===== src/rtl/core/dmac_pkg.sv =====
// ----------------------------------------------------------------------------
// dmac_pkg
// Shared types and defaults for the moving-average crossover signal block.
// ----------------------------------------------------------------------------
package dmac_pkg;

  localparam int unsigned SHORT_LEN_DEF  = 10;
  localparam int unsigned LONG_LEN_DEF   = 50;
  localparam int unsigned PRICE_BITS_DEF = 32;

  typedef enum logic [1:0] {
    SIG_HOLD = 2'd0,
    SIG_BUY  = 2'd1,
    SIG_SELL = 2'd2
  } signal_e;

  // Control that travels alongside the data between pipeline stages
  typedef struct packed {
    logic valid;
    logic warm;
  } stage_ctl_t;

endpackage


===== src/rtl/core/dmac_if.sv =====
// ----------------------------------------------------------------------------
// dmac_price_if / dmac_result_if
// Valid/ready channels for price requests and crossover results.
// ----------------------------------------------------------------------------
interface dmac_price_if #(
  parameter int unsigned PriceBits = 32
);
  logic                 valid;
  logic                 ready;
  logic [PriceBits-1:0] price;

  modport source (output valid, output price, input ready);
  modport sink   (input valid, input price, output ready);
endinterface

interface dmac_result_if;
  logic       valid;
  logic       ready;
  logic [1:0] signal;
  logic       warmed_up;

  modport source (output valid, output signal, output warmed_up, input ready);
  modport sink   (input valid, input signal, input warmed_up, output ready);
endinterface


===== src/rtl/core/dmac_window.sv =====
// ----------------------------------------------------------------------------
// dmac_window
// Price shift line, running short/long sums and warm-up counter.
// ----------------------------------------------------------------------------
module dmac_window
  import dmac_pkg::*;
#(
  parameter int unsigned ShortLen  = SHORT_LEN_DEF,
  parameter int unsigned LongLen   = LONG_LEN_DEF,
  parameter int unsigned PriceBits = PRICE_BITS_DEF,
  localparam int unsigned BufLen   = (ShortLen > LongLen) ? ShortLen : LongLen,
  localparam int unsigned SsW      = PriceBits + $clog2(ShortLen + 1),
  localparam int unsigned LsW      = PriceBits + $clog2(LongLen + 1)
) (
  input  logic                 clk_i,
  input  logic                 rst_ni,
  input  logic                 adv_i,
  input  logic                 valid_i,
  input  logic [PriceBits-1:0] price_i,
  output stage_ctl_t           ctl_o,
  output logic [SsW-1:0]       short_sum_o,
  output logic [LsW-1:0]       long_sum_o
);

  localparam int unsigned FcW = $clog2(BufLen + 1);
  localparam logic [FcW-1:0] BufCnt   = FcW'(BufLen);
  localparam logic [FcW-1:0] ShortCnt = FcW'(ShortLen);
  localparam logic [FcW-1:0] LongCnt  = FcW'(LongLen);

  logic [PriceBits-1:0] taps_q [BufLen];
  logic [FcW-1:0]       fill_q, fill_d;
  logic [SsW-1:0]       short_q, short_d;
  logic [LsW-1:0]       long_q, long_d;
  stage_ctl_t           ctl_q;
  logic                 step;

  assign step = adv_i & valid_i;

  always_comb begin
    fill_d  = (fill_q == BufCnt) ? fill_q : fill_q + FcW'(1);
    // Drop the sample leaving each window once that window has filled
    short_d = short_q + SsW'(price_i)
            - ((fill_q >= ShortCnt) ? SsW'(taps_q[ShortLen-1]) : '0);
    long_d  = long_q + LsW'(price_i)
            - ((fill_q >= LongCnt) ? LsW'(taps_q[LongLen-1]) : '0);
  end

  always_ff @(posedge clk_i) begin
    if (step) begin
      taps_q[0] <= price_i;
      for (int i = 1; i < BufLen; i++) begin
        taps_q[i] <= taps_q[i-1];
      end
    end
  end

  always_ff @(posedge clk_i or negedge rst_ni) begin
    if (!rst_ni) begin
      fill_q  <= '0;
      short_q <= '0;
      long_q  <= '0;
      ctl_q   <= '0;
    end else if (adv_i) begin
      ctl_q.valid <= valid_i;
      if (valid_i) begin
        fill_q     <= fill_d;
        short_q    <= short_d;
        long_q     <= long_d;
        ctl_q.warm <= (fill_d == BufCnt);
      end
    end
  end

  assign ctl_o       = ctl_q;
  assign short_sum_o = short_q;
  assign long_sum_o  = long_q;

endmodule


===== src/rtl/core/dmac_product.sv =====
// ----------------------------------------------------------------------------
// dmac_product
// Cross-multiplies the window sums so the averages compare without division.
// ----------------------------------------------------------------------------
module dmac_product
  import dmac_pkg::*;
#(
  parameter int unsigned ShortLen  = SHORT_LEN_DEF,
  parameter int unsigned LongLen   = LONG_LEN_DEF,
  parameter int unsigned PriceBits = PRICE_BITS_DEF,
  localparam int unsigned SsW      = PriceBits + $clog2(ShortLen + 1),
  localparam int unsigned LsW      = PriceBits + $clog2(LongLen + 1),
  localparam int unsigned PrW      = PriceBits + $clog2(ShortLen + 1) + $clog2(LongLen + 1)
) (
  input  logic           clk_i,
  input  logic           rst_ni,
  input  logic           adv_i,
  input  stage_ctl_t     ctl_i,
  input  logic [SsW-1:0] short_sum_i,
  input  logic [LsW-1:0] long_sum_i,
  output stage_ctl_t     ctl_o,
  output logic [PrW-1:0] lhs_o,
  output logic [PrW-1:0] rhs_o
);

  localparam logic [PrW-1:0] LongK  = PrW'(LongLen);
  localparam logic [PrW-1:0] ShortK = PrW'(ShortLen);

  stage_ctl_t     ctl_q;
  logic [PrW-1:0] lhs_q, rhs_q;

  always_ff @(posedge clk_i) begin
    if (adv_i) begin
      lhs_q <= PrW'(short_sum_i) * LongK;
      rhs_q <= PrW'(long_sum_i) * ShortK;
    end
  end

  always_ff @(posedge clk_i or negedge rst_ni) begin
    if (!rst_ni) begin
      ctl_q <= '0;
    end else if (adv_i) begin
      ctl_q <= ctl_i;
    end
  end

  assign ctl_o = ctl_q;
  assign lhs_o = lhs_q;
  assign rhs_o = rhs_q;

endmodule


===== src/rtl/core/dmac_decide.sv =====
// ----------------------------------------------------------------------------
// dmac_decide
// Crossing detection against the stored relation, and the result register.
// ----------------------------------------------------------------------------
module dmac_decide
  import dmac_pkg::*;
#(
  parameter int unsigned PrW = 64
) (
  input  logic           clk_i,
  input  logic           rst_ni,
  input  logic           adv_i,
  input  stage_ctl_t     ctl_i,
  input  logic [PrW-1:0] lhs_i,
  input  logic [PrW-1:0] rhs_i,
  output logic           valid_o,
  output signal_e        signal_o,
  output logic           warmed_up_o
);

  logic    above, below;
  logic    prev_above_q, prev_below_q;
  logic    valid_q, warm_q;
  signal_e sig_d, sig_q;

  assign above = lhs_i > rhs_i;
  assign below = lhs_i < rhs_i;

  always_comb begin
    sig_d = SIG_HOLD;
    if (ctl_i.warm) begin
      priority if (prev_below_q && above) begin
        sig_d = SIG_BUY;
      end else if (prev_above_q && below) begin
        sig_d = SIG_SELL;
      end else begin
        sig_d = SIG_HOLD;
      end
    end
  end

  always_ff @(posedge clk_i or negedge rst_ni) begin
    if (!rst_ni) begin
      prev_above_q <= 1'b0;
      prev_below_q <= 1'b0;
      valid_q      <= 1'b0;
    end else if (adv_i) begin
      valid_q <= ctl_i.valid;
      // Relation only moves on warmed-up requests
      if (ctl_i.valid && ctl_i.warm) begin
        prev_above_q <= above;
        prev_below_q <= below;
      end
    end
  end

  always_ff @(posedge clk_i) begin
    if (adv_i) begin
      sig_q  <= sig_d;
      warm_q <= ctl_i.warm;
    end
  end

  assign valid_o     = valid_q;
  assign signal_o    = sig_q;
  assign warmed_up_o = warm_q;

endmodule


===== src/rtl/core/dual_moving_average_crossover.sv =====
// ----------------------------------------------------------------------------
// dual_moving_average_crossover
// Moving-average crossover signal over a stream of integer prices.
// ----------------------------------------------------------------------------
// One result per price request, one request per clock sustained unless stalled;
// acceptance to result runs through four registers: input register, window
// sums, cross-multiply, crossing decision in the result register. The whole
// pipeline stalls only while a result sits unaccepted, so in_i.ready follows
// out_o.ready when the result register is full. Results are hold with
// warmed_up low until max(ShortLen, LongLen) prices have been seen; the
// averages then compare exactly via short_sum*LongLen against long_sum*ShortLen.
module dual_moving_average_crossover
  import dmac_pkg::*;
#(
  parameter int unsigned ShortLen  = SHORT_LEN_DEF,
  parameter int unsigned LongLen   = LONG_LEN_DEF,
  parameter int unsigned PriceBits = PRICE_BITS_DEF
) (
  input  logic                 clk_i,
  input  logic                 rst_ni,
  dmac_price_if.sink           in_i,
  dmac_result_if.source        out_o
);

  localparam int unsigned SsW = PriceBits + $clog2(ShortLen + 1);
  localparam int unsigned LsW = PriceBits + $clog2(LongLen + 1);
  localparam int unsigned PrW = PriceBits + $clog2(ShortLen + 1) + $clog2(LongLen + 1);

  logic                 adv;
  logic                 in_valid_q;
  logic [PriceBits-1:0] price_q;
  stage_ctl_t           win_ctl, prod_ctl;
  logic [SsW-1:0]       short_sum;
  logic [LsW-1:0]       long_sum;
  logic [PrW-1:0]       lhs, rhs;
  logic                 out_valid;
  signal_e              out_sig;
  logic                 out_warm;

  // Advance every stage unless a finished result is held back
  assign adv        = !out_valid || out_o.ready;
  assign in_i.ready = adv;

  always_ff @(posedge clk_i or negedge rst_ni) begin
    if (!rst_ni) begin
      in_valid_q <= 1'b0;
    end else if (adv) begin
      in_valid_q <= in_i.valid;
    end
  end

  always_ff @(posedge clk_i) begin
    if (adv) begin
      price_q <= in_i.price[PriceBits-1:0];
    end
  end

  dmac_window #(
    .ShortLen  (ShortLen),
    .LongLen   (LongLen),
    .PriceBits (PriceBits)
  ) u_window (
    .clk_i       (clk_i),
    .rst_ni      (rst_ni),
    .adv_i       (adv),
    .valid_i     (in_valid_q),
    .price_i     (price_q),
    .ctl_o       (win_ctl),
    .short_sum_o (short_sum),
    .long_sum_o  (long_sum)
  );

  dmac_product #(
    .ShortLen  (ShortLen),
    .LongLen   (LongLen),
    .PriceBits (PriceBits)
  ) u_product (
    .clk_i       (clk_i),
    .rst_ni      (rst_ni),
    .adv_i       (adv),
    .ctl_i       (win_ctl),
    .short_sum_i (short_sum),
    .long_sum_i  (long_sum),
    .ctl_o       (prod_ctl),
    .lhs_o       (lhs),
    .rhs_o       (rhs)
  );

  dmac_decide #(
    .PrW (PrW)
  ) u_decide (
    .clk_i       (clk_i),
    .rst_ni      (rst_ni),
    .adv_i       (adv),
    .ctl_i       (prod_ctl),
    .lhs_i       (lhs),
    .rhs_i       (rhs),
    .valid_o     (out_valid),
    .signal_o    (out_sig),
    .warmed_up_o (out_warm)
  );

  assign out_o.valid     = out_valid;
  assign out_o.signal    = out_sig;
  assign out_o.warmed_up = out_warm;

endmodule


===== src/flat_wrapper.sv =====
// flat-port wrapper written by rule: the top's interface ports become plain ports
module dual_moving_average_crossover_flat import dmac_pkg::*;
#(
  parameter int unsigned ShortLen  = SHORT_LEN_DEF,
  parameter int unsigned LongLen   = LONG_LEN_DEF,
  parameter int unsigned PriceBits = PRICE_BITS_DEF
)
  (clk_i, rst_ni, in_i_valid, in_i_price, in_i_ready, out_o_valid, out_o_signal, out_o_warmed_up, out_o_ready);
  dmac_price_if #(.PriceBits(PriceBits)) in_i_i ();
  dmac_result_if out_o_i ();
  input  logic clk_i;
  input  logic rst_ni;
  input wire logic [$bits(in_i_i.valid)-1:0] in_i_valid;
  input wire logic [$bits(in_i_i.price)-1:0] in_i_price;
  output wire logic [$bits(in_i_i.ready)-1:0] in_i_ready;
  output wire logic [$bits(out_o_i.valid)-1:0] out_o_valid;
  output wire logic [$bits(out_o_i.signal)-1:0] out_o_signal;
  output wire logic [$bits(out_o_i.warmed_up)-1:0] out_o_warmed_up;
  input wire logic [$bits(out_o_i.ready)-1:0] out_o_ready;
  assign in_i_i.valid = in_i_valid;
  assign in_i_i.price = in_i_price;
  assign in_i_ready = in_i_i.ready;
  assign out_o_valid = out_o_i.valid;
  assign out_o_signal = out_o_i.signal;
  assign out_o_warmed_up = out_o_i.warmed_up;
  assign out_o_i.ready = out_o_ready;
  dual_moving_average_crossover #(.ShortLen(ShortLen), .LongLen(LongLen), .PriceBits(PriceBits)) u_core (.clk_i(clk_i), .rst_ni(rst_ni), .in_i(in_i_i), .out_o(out_o_i));
endmodule

===== config.mk =====
export PLATFORM = sky130hd
export DESIGN_NAME = dual_moving_average_crossover_flat
export DESIGN_NICKNAME = d
export VERILOG_FILES = /design/src/rtl/core/dmac_pkg.sv /design/src/rtl/core/dmac_if.sv /design/src/rtl/core/dmac_window.sv /design/src/rtl/core/dmac_product.sv /design/src/rtl/core/dmac_decide.sv /design/src/rtl/core/dual_moving_average_crossover.sv /design/src/flat_wrapper.sv
export SDC_FILE = /design/constraint.sdc
export NUM_CORES = 2
export LEC_CHECK = 0
export ABC_AREA = 1
export BUFFER_PORTS_ARGS = -buffer_cell sky130_fd_sc_hd__buf_2
export CAP_MARGIN = 20
export CORE_MARGIN = 2
export CORE_UTILIZATION = 63
export CTS_BUF_LIST = sky130_fd_sc_hd__clkbuf_16
export DETAILED_ROUTE_END_ITERATION = 16
export PLACE_DENSITY = 0.79
export SYNTH_ARGS = -nofsm -noshare
export SYNTH_HDL_FRONTEND = slang
export SYNTH_SLANG_ARGS = --single-unit

===== constraint.sdc =====
create_clock -name clk_i -period 70.4 [get_ports clk_i]
set_clock_uncertainty 0.2 [all_clocks]
set_input_delay 7.04 -clock clk_i [delete_from_list [all_inputs] [get_ports clk_i]]
set_output_delay 7.04 -clock clk_i [all_outputs]
set_load 0.02 [all_outputs]

# After elaboration in Yosys (flattened, before gate mapping)
# Memories as Yosys holds them, arrays and structs flattened.
# Index checks and enable logic that the tools add are counted.
[totals] regBits=205 ram_bits=1600 in_bits=36 output_inout_bits=5 elab_cells=48 memories=1
[classes] addsub=5 mul=2 n_lt_le_gt_ge=4 eq_ne=2 n_mux=7 n_bitwise=2 reduce_logical=8
[mem_list] name="u_core.u_window.taps_q" words=50 width=32 rd=50 rd_ports_with_merged_regs=0 wr=50 line="dmac_window.sv:30" source="logic [PriceBits-1:0] taps_q [BufLen];"
[ops] op="$mux 32" count=2
[ops] op="$gt 42x42->1" count=1
[ops] op="$lt 42x42->1" count=1
[ops] op="$mul 36x5->41 const B" count=1
[ops] op="$mul 38x3->41 const B" count=1
[ops] op="$add 38x32->38" count=1
[ops] op="$sub 38x32->38" count=1
[ops] op="$add 36x32->36" count=1
[ops] op="$sub 36x32->36" count=1
[ops] op="$eq 6x6->1 const B" count=2
[ops] op="$add 6x1->6 const B" count=1
[ops] op="$ge 6x4->1 const B" count=1
[ops] op="$ge 6x6->1 const B" count=1
[ops] op="$mux 6" count=1
[ops] op="$reduce_and 2->1" count=2
[ops] op="$logic_and 1x1->1" count=3
[ops] op="$mux 1" count=3
[ops] op="$mux 2" count=1
[ops] op="$reduce_or 2->1" count=1
[ops] op="$and 1x1->1" count=1
[ops] op="$logic_not 1->1" count=1
[ops] op="$logic_or 1x1->1" count=1
[ops] op="$not 1->1" count=1

# Longest topological paths before layout
[depth] ltp_word=5 ltp_mapped=25 depth_no_buf=23

# By module
# Synthesis repeated with hierarchy kept, for this count alone.
[unflattened] cells_unflattened=5086 hier_area_um2=71717.5
[modules_own_cells] module="dmac_window" instances=1 cells_each=3388 area_per_inst_um2=58917.8 seq_area_each_um2=50098.0
[modules_own_cells] module="dmac_product" instances=1 cells_each=1441 area_per_inst_um2=10382.5 seq_area_each_um2=2512.4
[modules_own_cells] module="dmac_decide" instances=1 cells_each=219 area_per_inst_um2=1408.9 seq_area_each_um2=165.2
[modules_own_cells] module="dual_moving_average_crossover" instances=1 cells_each=38 area_per_inst_um2=1008.5 seq_area_each_um2=985.9

# Worst setup path after synthesis
# No wires, ideal clock.
[synth_path] path_type="input port to flip-flop" start="input port out_o_ready" end="memory u_core.u_window.taps_q[0][0] (enable)" setup_ps=2589 t_arrival_ps=50430 required_ps=67611 slack_ps=17181 stages=3 n_path_buf=1 path_cell_list="nor2_2 > nor2_2 > clkbuf_1"
[synth_lines] element="start, declared" line="flat_wrapper.sv:19" source="input wire logic [$bits(out_o_i.ready)-1:0] out_o_ready;"
[synth_lines] element="end, declared" line="dmac_window.sv:30"

# Worst setup path in the final report
[layout_path] start="input port out_o_ready" end="output port in_i_ready"
[layout_via] elab_chain_cells=1
[layout_rtl] element="$logic_or 1x1->1" line="dual_moving_average_crossover.sv:41" source="assign adv = !out_valid || out_o.ready;"
[layout_rtl] element="end, declared" line="flat_wrapper.sv:15" source="output wire logic [$bits(in_i_i.ready)-1:0] in_i_ready;"
# Every way passes these cells.

==> reports/qor.yml <==
clocking:
  root_buffer: "clkbuf_16"
  tritoncts: "built"
  clock_sink_count: 1805
  cts.reportedPaths.clkPinSlew_ns: 0.06
  cts_resized: 0
  clk_latency_ns: 0.79
  postCtsSetupBuffers: 0
  h-tree-depth: 4
  numCtsBuffers: 170
  cts_hold_buf: 0
  clock_path_buffers: 3
die:
  initial_utilization_pct: 63.3
  io-pin-count: 41
  die_x_um: 340
  die_height_um: 340
  design.die.area_um2: 115000
  core-area_um2: 112000
  rows: 123
layout:
  final_nets: 5492
  drive_above_1_share_pct: 6.91
  syn_to_final_growth_pct: 10.8
  final_area_um2: 78700
  fill_cells: 7181
  antenna_cells: 0
placed_design:
  portBuffers: 40
  post_dp_cell_area_um2: 73200
  place_hpwl_um: 82100
  gp_congestion: 0.911
min_path:
  hold_path.startpoint: "u_core.u_window.taps_q[1][146]$_DFFE_PP_"
  min_path_cells: 0
  hold_class: "reg2reg"
  hold-path-endpoint: "u_core.u_window.taps_q[1][178]$_DFFE_PP_"
yosys:
  ys.flop_type: "edfxtp_1"
  synth_edf_count: 1717
  syn-num-nets: 5282
  ys_seq_area_share_pct: 75.7
  avgSynthCellArea_um2: 14.6
  ys_warn_count: 0
  synth_cell_type_count: 48
  postSynth.asyncResetShare_pct: 4.88
  syn_area_um2: 71000
  synth_cells: 4849
  ys_ff_latch: 1805
detailed_routing:
  drc: 0
  via_per_inst: 5.39
  dr.pass1.iters: 6
  wire_per_inst_um: 19.8
  routed_wl_um: 132000
  final_antenna_net_count: 0
  num_vias: 36094
  drt_iter0_markers: 3757
global_route:
  overflow: 0
  grt_util_all_layers_pct: 23.2
  grt_max_degree: 211
  grt_pass1_wl_um: 204000
  antenna_found_initial: 3
  grt_pass1_vias: 36156
flow_run:
  max-cap-violations: 0
run_status:
  status: "complete, no violations"
sta:
  maxSlewHeadroom_pct: 27.1
  setup_viol: 0
  fin_crit_sh_pct: 21.6
  slew_violations: 0
  rsz0062_at_grt: "no"
  period_needed_ns: 15.19
  finalHoldViolCount: 0
  finalSetupTns_ns: 0
  fmax_mhz: 65.9
  worst_slew_pin_slew_ns: 1.09
setup_path:
  setup.worst_path.start_class: "input pin"
  cp.required_ns: 63.16
  cp-end-kind: "primary output"
  rr_worst_depth: 9
  path_max_fanout: 7
  arrival_ns: 7.95
  regToRegEndpoint: "u_core.u_window.taps_q[0][94]$_DFFE_PP_"
  rrSetupSlack_ns: 64.83
  r2r_start: "u_core.u_decide.valid_o$_DFFE_PN0N_"
  critPathKind: "in2out"
## Yosys cell counts (all sizes together), types with 3 or more instances
master | number | area (um2)
nand3b | 9 | 67.6
a31oi | 7 | 43.8
or2 | 3 | 18.8
a21o | 5 | 37.5
o21bai | 16 | 120
nor3 | 40 | 205
and2 | 3 | 21.3
buf | 12 | 66.3
nand3 | 150 | 801
o21a | 13 | 97.6
nor4 | 6 | 52.6
xor2 | 40 | 350
a21boi | 8 | 60.1
edfxtp | 1717 | 51600
nand2 | 845 | 3250
o211ai | 4 | 35.0
fa | 96 | 1920
nor2 | 316 | 1220
clkbuf | 12 | 46.3
dfrtp | 88 | 2200
a21oi | 169 | 861
xnor2 | 45 | 394
o21ai | 143 | 734
ha | 301 | 3770
inv | 776 | 2910
nand4 | 20 | 125
## layer usage
| layer | GRT usage (%) | vias up | share of wire, % |
|---|---|---|---|
| li1 | - | 17082 | - |
| met1 | 33.2 | 17554 | 44 |
| met2 | 36.7 | 1192 | 47 |
| met3 | 4.65 | 260 | 6.4 |
| met4 | 7.11 | 6 | 2.7 |
| met5 | 0 | - | 0.029 |
## registers in the layout, summed over array words and instances, names as in the netlist
name / count
u_core.in_valid_q: 1
u_core.price_q: 32
u_core.u_decide.prev_above_q: 1
u_core.u_decide.prev_below_q: 1
u_core.u_decide.signal_o: 2
u_core.u_decide.valid_o: 1
u_core.u_decide.warmed_up_o: 1
u_core.u_product.ctl_o: 2
u_core.u_product.lhs_o: 41
u_core.u_product.rhs_o: 41
u_core.u_window.ctl_o: 2
u_core.u_window.fill_q: 6
u_core.u_window.long_sum_o: 38
u_core.u_window.short_sum_o: 36
u_core.u_window.taps_q: 1600
## final cells by class
class                   count  area [um2]  share of cell area (%)
inverters                 777        2920                    3.71
multi-input cells        2243       14200                    18.1
flip-flops and latches   1805       53800                    68.3
well taps                1500        1880                    2.39
clock inverters           138        1140                    1.44
repair buffers             62         458                   0.582
clock buffers             171        4280                    5.44
## cells in the final DEF, fill, tap and decap left out, types with 8 or more instances in the layout
| master | instances |
|---|---|
| nand2_1 | 820 |
| buf_4 | 17 |
| ha_1 | 301 |
| nand4_1 | 20 |
| fa_1 | 96 |
| clkinv_2 | 27 |
| clkinv_16 | 9 |
| edfxtp_1 | 1717 |
| nor3_1 | 39 |
| nand3_1 | 140 |
| a21oi_1 | 165 |
| o21bai_1 | 16 |
| clkinv_1 | 37 |
| o21ai_0 | 119 |
| nor2_1 | 308 |
| bufinv_16 | 8 |
| nand2_2 | 22 |
| clkbuf_16 | 171 |
| inv_1 | 810 |
| o21a_1 | 13 |
| nand3b_1 | 9 |
| xor2_1 | 40 |
| nand3_2 | 10 |
| o21ai_1 | 19 |
| xnor2_1 | 45 |
| buf_2 | 39 |
| dfrtp_1 | 88 |
## critical path, cell delays in order
cell and delay (ns):
buf_2 0.10, nor2_2 0.40, inv_4 0.16, buf_2 0.23
## cell families after synthesis
group | count (synthesis) | synth area share (%)
compound gates | 369 | 2.86
buf+inv | 801 | 4.27
flops | 1805 | 75.7
fa+ha+maj | 397 | 8.01
simple gates | 1392 | 8.11
xor+xnor | 85 | 1.05
## through the flow
step	hold WS [ns]	setup WS (ns)	std cells	util, %
6_report	0.200	55.21	6696	70.1
5_1_grt	0.199	55.13	6696	70.1
4_1_cts	0.186	55.20	6694	70.1
3_5_place_dp	0.205	55.20	6385	65.2
3_3_place_gp	0.200	55.19	6385	65.2
2_1_floorplan	0.200	17.18	4849	-
## worst max path at each step
stage / startpoint / to / depth (start not counted)
6_report: out_o_ready / in_i_ready / 4
5_1_grt: out_o_ready / in_i_ready / 4
4_1_cts: out_o_ready / in_i_ready / 4
3_5_place_dp: out_o_ready / in_i_ready / 4
3_3_place_gp: out_o_ready / in_i_ready / 4
2_1_floorplan: out_o_ready / u_core.u_window.taps_q[0][0]$_DFFE_PP_ / 3
Power is left out: the tool's default activity adds up to more than one toggle a clock period on the data nets, which glitch-free logic cannot reach.
